File: src/hw/rtl/hte_pkg.sv
`default_nettype none

package hte_pkg;

   localparam int BYTE_W   = 8;
   localparam int WORD_W   = 16;
   localparam int POS_W    = 11;
   localparam int INDEX_W  = 10;
   localparam int LENGTH_W = 10;

   // frame buffer bound of the original design; limit is clamped to min(this, index cap)
   localparam int MAX_FRAME = 1024;
   localparam int INDEX_CAP = 1024;
   localparam int LIMIT_CAP = (MAX_FRAME < INDEX_CAP) ? MAX_FRAME : INDEX_CAP;

   localparam logic [POS_W-1:0]   LIMIT_CAP_POS = POS_W'(LIMIT_CAP);
   localparam logic [POS_W-1:0]   TRAILER_BYTES = POS_W'(4);
   localparam logic [POS_W-1:0]   INDEX_MAX_POS = POS_W'((1 << INDEX_W) - 1);

   // register map
   localparam int CSR_INDEX_W = 2;
   localparam int CSR_DATA_W  = WORD_W;
   localparam logic [CSR_INDEX_W-1:0] CSR_HEADER_WORD  = CSR_INDEX_W'(0);
   localparam logic [CSR_INDEX_W-1:0] CSR_TAIL_WORD    = CSR_INDEX_W'(1);
   localparam logic [CSR_INDEX_W-1:0] CSR_BUFFER_LIMIT = CSR_INDEX_W'(2);

   localparam logic [WORD_W-1:0] HEADER_WORD_RESET  = 16'h4040;
   localparam logic [WORD_W-1:0] TAIL_WORD_RESET    = 16'h2323;
   localparam logic [POS_W-1:0]  BUFFER_LIMIT_RESET = POS_W'(64);

   typedef struct packed {
      logic [WORD_W-1:0] header_word;
      logic [WORD_W-1:0] tail_word;
      logic [POS_W-1:0]  buffer_limit;
   } cfg_type;

   typedef struct packed {
      logic [BYTE_W-1:0]   data_byte;
      logic [INDEX_W-1:0]  byte_index;
      logic                stored;
      logic                frame_end;
      logic [LENGTH_W-1:0] payload_length;
      logic                short_frame;
   } rsp_type;

endpackage

`default_nettype wire

File: src/hw/rtl/hte_if.sv
`default_nettype none

interface hte_req_if;
   import hte_pkg::*;

   logic              valid;
   logic              ready;
   logic [BYTE_W-1:0] rx_byte;

   modport source (output valid, output rx_byte, input ready);
   modport sink   (input valid, input rx_byte, output ready);
endinterface

interface hte_rsp_if;
   import hte_pkg::*;

   logic                valid;
   logic                ready;
   logic [BYTE_W-1:0]   data_byte;
   logic [INDEX_W-1:0]  byte_index;
   logic                stored;
   logic                frame_end;
   logic [LENGTH_W-1:0] payload_length;
   logic                short_frame;

   modport source (output valid, output data_byte, output byte_index, output stored,
                   output frame_end, output payload_length, output short_frame,
                   input ready);
   modport sink   (input valid, input data_byte, input byte_index, input stored,
                   input frame_end, input payload_length, input short_frame,
                   output ready);
endinterface

`default_nettype wire

File: src/hw/rtl/hte_deframer.sv
`default_nettype none

module hte_deframer (
   input  wire logic                    clock,
   input  wire logic                    reset,
   input  wire logic                    step,
   input  wire logic [hte_pkg::BYTE_W-1:0] rx_byte,
   input  wire hte_pkg::cfg_type        cfg,
   output logic                         has_result,
   output hte_pkg::rsp_type             result
);
   import hte_pkg::*;

   logic [WORD_W-1:0] shift_ff, shift_in;
   logic [POS_W-1:0]  pos_ff, pos_in;

   logic [WORD_W-1:0] shifted;
   logic [POS_W-1:0]  eff_limit;
   logic [POS_W-1:0]  pos_inc;
   logic              hunt;
   logic              can_store;
   logic              tail_hit;
   logic              is_short;

   always_comb begin
      shifted   = {shift_ff[BYTE_W-1:0], rx_byte};
      hunt      = (pos_ff == '0) && (shift_ff != cfg.header_word);
      eff_limit = (cfg.buffer_limit > LIMIT_CAP_POS) ? LIMIT_CAP_POS : cfg.buffer_limit;
      can_store = pos_ff < eff_limit;
      pos_inc   = pos_ff + POS_W'(can_store);
      tail_hit  = !hunt && (shifted == cfg.tail_word);
      is_short  = pos_inc < TRAILER_BYTES;
   end

   always_comb begin
      result.data_byte  = rx_byte;
      result.byte_index = (pos_ff > INDEX_MAX_POS) ? INDEX_MAX_POS[INDEX_W-1:0]
                                                   : pos_ff[INDEX_W-1:0];
      result.stored     = can_store;
      result.frame_end  = tail_hit;
      result.short_frame = tail_hit && is_short;
      if (tail_hit && !is_short) begin
         result.payload_length = LENGTH_W'(pos_inc - TRAILER_BYTES);
      end else begin
         result.payload_length = '0;
      end
      has_result = !hunt;
   end

   always_comb begin
      shift_in = shift_ff;
      pos_in   = pos_ff;
      if (step) begin
         if (hunt) begin
            shift_in = shifted;
         end else if (tail_hit) begin
            shift_in = '0;
            pos_in   = '0;
         end else begin
            shift_in = shifted;
            pos_in   = pos_inc;
         end
      end
   end

   always_ff @(posedge clock) begin
      if (reset) begin
         shift_ff <= '0;
         pos_ff   <= '0;
      end else begin
         shift_ff <= shift_in;
         pos_ff   <= pos_in;
      end
   end

   a_tail_clears: assert property (@(posedge clock) disable iff (reset)
      step && tail_hit |=> (pos_ff == '0) && (shift_ff == '0))
      else $error("frame end did not clear position and shift register");

   a_pos_capped: assert property (@(posedge clock) disable iff (reset)
      pos_ff <= LIMIT_CAP_POS)
      else $error("frame position beyond limit cap");

   a_hunt_holds_pos: assert property (@(posedge clock) disable iff (reset)
      step && hunt |=> pos_ff == '0)
      else $error("position moved while hunting for header");

endmodule

`default_nettype wire

File: src/hw/rtl/header_tail_frame_extractor.sv
// Channel  | Dir | Handshake        | Payload
// ---------+-----+------------------+----------------------------------------------
// req_chan | in  | valid / ready    | rx_byte
// rsp_chan | out | valid / ready    | data_byte, byte_index, stored, frame_end,
//          |     |                  | payload_length, short_frame
// csr_*    | in  | csr_write_en     | csr_index (0 header, 1 tail, 2 limit), csr_wdata
//
// One request per cycle while the result register drains; an accepted request
// passes the input register, then a deframer step into the result register.
// Hunting bytes (no header lock yet) are consumed with no result.
// Reset (synchronous, active high) restores the default patterns and limit and
// clears the shift register and frame position.
// A stalled result register holds the request in the input register; the input
// side keeps accepting as long as the result register can drain this cycle.
`default_nettype none

module header_tail_frame_extractor (
   input  wire logic                              clock,
   input  wire logic                              reset,
   hte_req_if.sink                                req_chan,
   hte_rsp_if.source                              rsp_chan,
   input  wire logic                              csr_write_en,
   input  wire logic [hte_pkg::CSR_INDEX_W-1:0]   csr_index,
   input  wire logic [hte_pkg::CSR_DATA_W-1:0]    csr_wdata
);
   import hte_pkg::*;

   // configuration registers
   cfg_type cfg_ff, cfg_in;

   // input register
   logic              in_valid_ff, in_valid_in;
   logic [BYTE_W-1:0] in_byte_ff, in_byte_in;

   // result register
   logic    out_valid_ff, out_valid_in;
   rsp_type out_ff, out_in;

   logic    out_free;
   logic    step;
   logic    req_take;
   logic    has_result;
   rsp_type result;

   // the result register can take a new value when empty or draining now
   assign out_free = !out_valid_ff || rsp_chan.ready;
   // the deframer consumes the held request whenever the result register can follow
   assign step     = in_valid_ff && out_free;
   assign req_chan.ready = !in_valid_ff || step;
   assign req_take = req_chan.valid && req_chan.ready;

   always_comb begin
      cfg_in = cfg_ff;
      if (csr_write_en) begin
         case (csr_index)
            CSR_HEADER_WORD:  cfg_in.header_word  = csr_wdata;
            CSR_TAIL_WORD:    cfg_in.tail_word    = csr_wdata;
            CSR_BUFFER_LIMIT: cfg_in.buffer_limit = csr_wdata[POS_W-1:0];
            default:          cfg_in = cfg_ff;
         endcase
      end
   end

   always_comb begin
      in_valid_in = in_valid_ff;
      in_byte_in  = in_byte_ff;
      if (req_take) begin
         in_valid_in = 1'b1;
         in_byte_in  = req_chan.rx_byte;
      end else if (step) begin
         in_valid_in = 1'b0;
      end
   end

   hte_deframer u_deframer (
      .clock      (clock),
      .reset      (reset),
      .step       (step),
      .rx_byte    (in_byte_ff),
      .cfg        (cfg_ff),
      .has_result (has_result),
      .result     (result)
   );

   always_comb begin
      out_valid_in = out_valid_ff;
      out_in       = out_ff;
      if (step) begin
         out_valid_in = has_result;
         if (has_result) begin
            out_in = result;
         end
      end else if (rsp_chan.ready) begin
         out_valid_in = 1'b0;
      end
   end

   always_ff @(posedge clock) begin
      if (reset) begin
         cfg_ff.header_word  <= HEADER_WORD_RESET;
         cfg_ff.tail_word    <= TAIL_WORD_RESET;
         cfg_ff.buffer_limit <= BUFFER_LIMIT_RESET;
         in_valid_ff         <= 1'b0;
         out_valid_ff        <= 1'b0;
      end else begin
         cfg_ff       <= cfg_in;
         in_valid_ff  <= in_valid_in;
         out_valid_ff <= out_valid_in;
      end
   end

   // payload needs no reset
   always_ff @(posedge clock) begin
      in_byte_ff <= in_byte_in;
      out_ff     <= out_in;
   end

   assign rsp_chan.valid          = out_valid_ff;
   assign rsp_chan.data_byte      = out_ff.data_byte;
   assign rsp_chan.byte_index     = out_ff.byte_index;
   assign rsp_chan.stored         = out_ff.stored;
   assign rsp_chan.frame_end      = out_ff.frame_end;
   assign rsp_chan.payload_length = out_ff.payload_length;
   assign rsp_chan.short_frame    = out_ff.short_frame;

   a_result_from_request: assert property (@(posedge clock) disable iff (reset)
      $rose(out_valid_ff) |-> $past(in_valid_ff))
      else $error("result appeared without a held request");

   a_length_only_at_end: assert property (@(posedge clock) disable iff (reset)
      out_valid_ff && !out_ff.frame_end |-> (out_ff.payload_length == '0) && !out_ff.short_frame)
      else $error("length or short flag outside frame end");

   a_stall_holds_request: assert property (@(posedge clock) disable iff (reset)
      in_valid_ff && !out_free |=> in_valid_ff && $stable(in_byte_ff))
      else $error("held request lost during result stall");

endmodule

`default_nettype wire
File: src/flat_wrapper.sv
// flat-port wrapper written by rule: the top's interface ports become plain ports
module header_tail_frame_extractor_flat import hte_pkg::*;
  (clock, reset, csr_write_en, csr_index, csr_wdata, req_chan_valid, req_chan_rx_byte, req_chan_ready, rsp_chan_valid, rsp_chan_data_byte, rsp_chan_byte_index, rsp_chan_stored, rsp_chan_frame_end, rsp_chan_payload_length, rsp_chan_short_frame, rsp_chan_ready);
  hte_req_if req_chan_i ();
  hte_rsp_if rsp_chan_i ();
  input  wire logic clock;
  input  wire logic reset;
  input  wire logic csr_write_en;
  input  wire logic [hte_pkg::CSR_INDEX_W-1:0] csr_index;
  input  wire logic [hte_pkg::CSR_DATA_W-1:0] csr_wdata;
  input wire logic [$bits(req_chan_i.valid)-1:0] req_chan_valid;
  input wire logic [$bits(req_chan_i.rx_byte)-1:0] req_chan_rx_byte;
  output wire logic [$bits(req_chan_i.ready)-1:0] req_chan_ready;
  output wire logic [$bits(rsp_chan_i.valid)-1:0] rsp_chan_valid;
  output wire logic [$bits(rsp_chan_i.data_byte)-1:0] rsp_chan_data_byte;
  output wire logic [$bits(rsp_chan_i.byte_index)-1:0] rsp_chan_byte_index;
  output wire logic [$bits(rsp_chan_i.stored)-1:0] rsp_chan_stored;
  output wire logic [$bits(rsp_chan_i.frame_end)-1:0] rsp_chan_frame_end;
  output wire logic [$bits(rsp_chan_i.payload_length)-1:0] rsp_chan_payload_length;
  output wire logic [$bits(rsp_chan_i.short_frame)-1:0] rsp_chan_short_frame;
  input wire logic [$bits(rsp_chan_i.ready)-1:0] rsp_chan_ready;
  assign req_chan_i.valid = req_chan_valid;
  assign req_chan_i.rx_byte = req_chan_rx_byte;
  assign req_chan_ready = req_chan_i.ready;
  assign rsp_chan_valid = rsp_chan_i.valid;
  assign rsp_chan_data_byte = rsp_chan_i.data_byte;
  assign rsp_chan_byte_index = rsp_chan_i.byte_index;
  assign rsp_chan_stored = rsp_chan_i.stored;
  assign rsp_chan_frame_end = rsp_chan_i.frame_end;
  assign rsp_chan_payload_length = rsp_chan_i.payload_length;
  assign rsp_chan_short_frame = rsp_chan_i.short_frame;
  assign rsp_chan_i.ready = rsp_chan_ready;
  header_tail_frame_extractor u_core (.clock(clock), .reset(reset), .req_chan(req_chan_i), .rsp_chan(rsp_chan_i), .csr_write_en(csr_write_en), .csr_index(csr_index), .csr_wdata(csr_wdata));
endmodule
File: config.mk
export PLATFORM = sky130hd
export DESIGN_NAME = header_tail_frame_extractor_flat
export DESIGN_NICKNAME = d
export VERILOG_FILES = /design/src/hw/rtl/hte_pkg.sv /design/src/hw/rtl/hte_if.sv /design/src/hw/rtl/hte_deframer.sv /design/src/hw/rtl/header_tail_frame_extractor.sv /design/src/flat_wrapper.sv
export SDC_FILE = /design/constraint.sdc
export NUM_CORES = 1
export LEC_CHECK = 0
export ABC_CLOCK_PERIOD_IN_PS = 5500
export BUFFER_PORTS_ARGS = -buffer_cell sky130_fd_sc_hd__clkbuf_2
export CORE_MARGIN = 4
export CORE_UTILIZATION = 52
export DETAILED_ROUTE_END_ITERATION = 7
export PLACE_DENSITY = 0.72
export SLEW_MARGIN = 20
export SYNTH_ARGS = -nofsm -noshare
export SYNTH_HDL_FRONTEND = slang
export SYNTH_SLANG_ARGS = --single-unit
File: constraint.sdc
create_clock -name clock -period 5.5 [get_ports clock]
set_input_delay 0.825 -clock clock [delete_from_list [all_inputs] [get_ports clock]]
set_output_delay 0.825 -clock clock [all_outputs]
set_load 0.02 [all_outputs]
==> out/qor.txt <==
RePlAce Congestion: 0.880
Post_cts resized: 0
Final WL: 11.8 mm
Setup crit start kind: register
Syn Nets: 586
Hold_buf cts: 0
CP Data Required Time: 5.67 ns
Measured slew at the worst slew-check pin: 0.808 ns
DRT iter0 DRCs: 232
Clock latency on the worst-skew pair: 0.36 ns
CP Data Arrival Time: 4.24 ns
Die H: 109 microns
Critical Path Stages: 16
R2r worst-path depth: 16
Yosys warnings: 0
Max Cap Viol: 0
Via/cell ratio: 5.58
R2R Path Start: u_core.cfg_ff[10]$_SDFFE_PP0P_
PortBufs: 63
CP most frequent cell: ha_1
CP max stage delay: 0.37 ns
Cts bufs inserted: 9
CP startpoint: u_core.cfg_ff[10]$_SDFFE_PP0P_
Core area: 0.00986 sq mm
Final setup viols: 0
WS Path Type: reg -> reg
Yosys cell types: 57
#FFs+latches synth: 111
Final Hold Viols: 0
Max Fclk: 246 MHz
Syn avg cell area: 9.81 sq um
Pre-CTS WS: 1.53 ns
Post-route minimum period: 4.06 ns
Largest net degree at the start of global routing: 82
Num rows: 36
Number of global-route vias before repair: 3822
Initial Util: 53.9%
Final Power: 1.43 mW
Reg area: 0.00261 sq mm
Setup ws final: 1.44 ns
Delay-heaviest family, CP: compound AO/OA/AOI/OAI gates
Crit path buffers/inverters: 1
Post-synthesis instance total: 542
Post-Syn Area: 0.00532 sq mm
Critical path, cell by cell: clkinv_1 > nand2_1 > ha_1 > a21o_1 > a21o_1 > a21oi_1 > o21ai_0 > a221oi_1 > ha_1 > ha_1 > xnor2_1 > ha_1 > nor4b_1 > a41o_1 > a31oi_1 > a2111oi_4
EDFF count, synth: 39
Worst hold path type: reg -> reg
First-pass GRT wire length: 19.3 mm
Seq/Total Area, Yosys: 49.1%
Status: completed
Layout cell share with drive strength beyond 1: 17.3%
End point of the critical path: u_core.rsp_chan.payload_length[8]$_SDFFCE_PN0P_
R2R Setup Slk: 1.44 ns
Antenna Cells: 0
Synthesis-to-finish area growth: 9.53%
Clock Path Buffers: 2
Fin. max-slew vios: 0
Clk root buf: clkbuf_8
Leakage: 2.50 nW
Post-synth top flop: dfxtp_1
Worst clock skew: 0.0136 ns
WL per Instance: 16.4 microns
HPWL after detailed placement: 8.52 mm
# fillers: 868
Peak supply drop: 0.154 mV
Crit path max fanout: 10
Drc violations: 0
Total global routing overflow: 0
Cell area power density: 246 mW/mm^2
Tcrit/Tclk final: 73.9%
Die width: 109 microns
CTS tree: yes
Fin Setup TNS: 0 ns
Async S/R FF share, synth: 0%
Clock sinks: 111
Commonest cells after routing, fill and taps aside: 96 x nand2_1, 72 x dfxtp_1, 63 x clkbuf_2
Worst Hold Depth: 2
Final ANT Viol Nets: 0
Worst r2r dst: u_core.rsp_chan.payload_length[8]$_SDFFCE_PN0P_
Hold slack: 0.475 ns
I/O pins: 64
First-pass DRT Iterations: 5
Reg clk slew, reported paths: 0.11 ns
Via count: 4022
H-Tree Depth: 3
Max stage delay cell, worst path: dfxtp_1
Final nets: 627
Commonest non-fill, non-tap cell in the layout: nand2_1
Unrepaired setup endpoints after global routing: no
Tot GR Track Use: 20.9%
Post-CTS Setup Repair Bufs: 0
Die area: 0.0119 sq mm
Multi-input gate area: 0.00250 sq mm
Relative slew slack: 45.8%
Crit path capture type: register
Initial antenna violation count: 0
area by class of cell:
cell class	instances	area share (%)
Sequential cell	111	44.9
Multi-Input combinational cell	385	42.9
Timing Repair Buffer	66	5.80
Tap cell	133	2.86
Clock buffer	10	2.19
Clock inverter	6	0.730
Inverter	10	0.644
registers in the layout (all words and copies together) (netlist names):
name	flops
u_core.cfg_ff	43
u_core.rsp_chan.valid	1
u_core.rsp_chan.stored	1
u_core.rsp_chan.byte_index	10
u_core.u_deframer.shift_ff	16
u_core.rsp_chan.short_frame	1
u_core.rsp_chan.data_byte	8
u_core.u_deframer.pos_ff	11
u_core.rsp_chan.frame_end	1
u_core.rsp_chan.payload_length	10
u_core.in_valid_ff	1
u_core.in_byte_ff	8
through the flow:
| step | cells | cell area [sq um] | util (%) |
|---|---|---|---|
| finish | 721 | 5820 | 59.0 |
| global route | 721 | 5820 | 59.0 |
| CTS | 721 | 5820 | 59.0 |
| detailed placement | 705 | 5650 | 57.3 |
| global placement | 705 | 5650 | 57.3 |
| floorplan | 542 | 5320 | - |
worst min-delay path by stage:
stage,from,endpoint,slack [ns]
2_1_floorplan,u_core.cfg_ff[6]$_SDFFE_PP1P_,u_core.cfg_ff[6]$_SDFFE_PP1P_,0.44
3_3_place_gp,u_core.cfg_ff[32]$_SDFFE_PP0P_,u_core.cfg_ff[32]$_SDFFE_PP0P_,0.45
3_5_place_dp,u_core.cfg_ff[22]$_SDFFE_PP0P_,u_core.cfg_ff[22]$_SDFFE_PP0P_,0.46
4_1_cts,u_core.cfg_ff[22]$_SDFFE_PP0P_,u_core.cfg_ff[22]$_SDFFE_PP0P_,0.48
5_1_grt,u_core.cfg_ff[31]$_SDFFE_PP0P_,u_core.cfg_ff[31]$_SDFFE_PP0P_,0.49
6_report,u_core.cfg_ff[32]$_SDFFE_PP0P_,u_core.cfg_ff[32]$_SDFFE_PP0P_,0.48
tightest hold or removal path: stages, from the launching register on:
cell     delay (ns)
dfxtp_1        0.33
nand2_1        0.05
a21oi_1        0.05
layer usage:
metal  up-vias  routed length (microns)  track usage, %
met5         -                        0               0
met4         0                      272            6.67
met3        23                      716            4.38
met2       130                     5640            33.9
met1      1877                     5210            28.1
li1       1992                        -               -
cells by family after synthesis:
| family | share of synthesized area [%] |
|---|---|
| compound gates | 11.1 |
| xor+xnor | 7.58 |
| fa+ha+maj | 3.06 |
| buf+inv | 3.86 |
| flops | 49.1 |
| mux | 2.89 |
| simple gates | 22.4 |
synthesized netlist by cell type (10+ instances only):
master	count	share of area, %
mux2i_1	12	2.3
edfxtp_1	39	22
nor2b_1	10	1.2
a21oi_1	28	2.6
nor2_1	16	1.1
nand2_1	96	6.8
dfxtp_1	72	27
nand3b_1	30	4.2
xor2_1	37	6.1
o21ai_0	17	1.6
ha_1	13	3.1
clkbuf_1	25	1.8
report_power, final:
part	switching (mW)	internal, mW
combinational	0.0608	0.0429
sequential	0.0193	0.868
clock	0.273	0.168
Note: power is estimated with default switching activity, not from simulation.
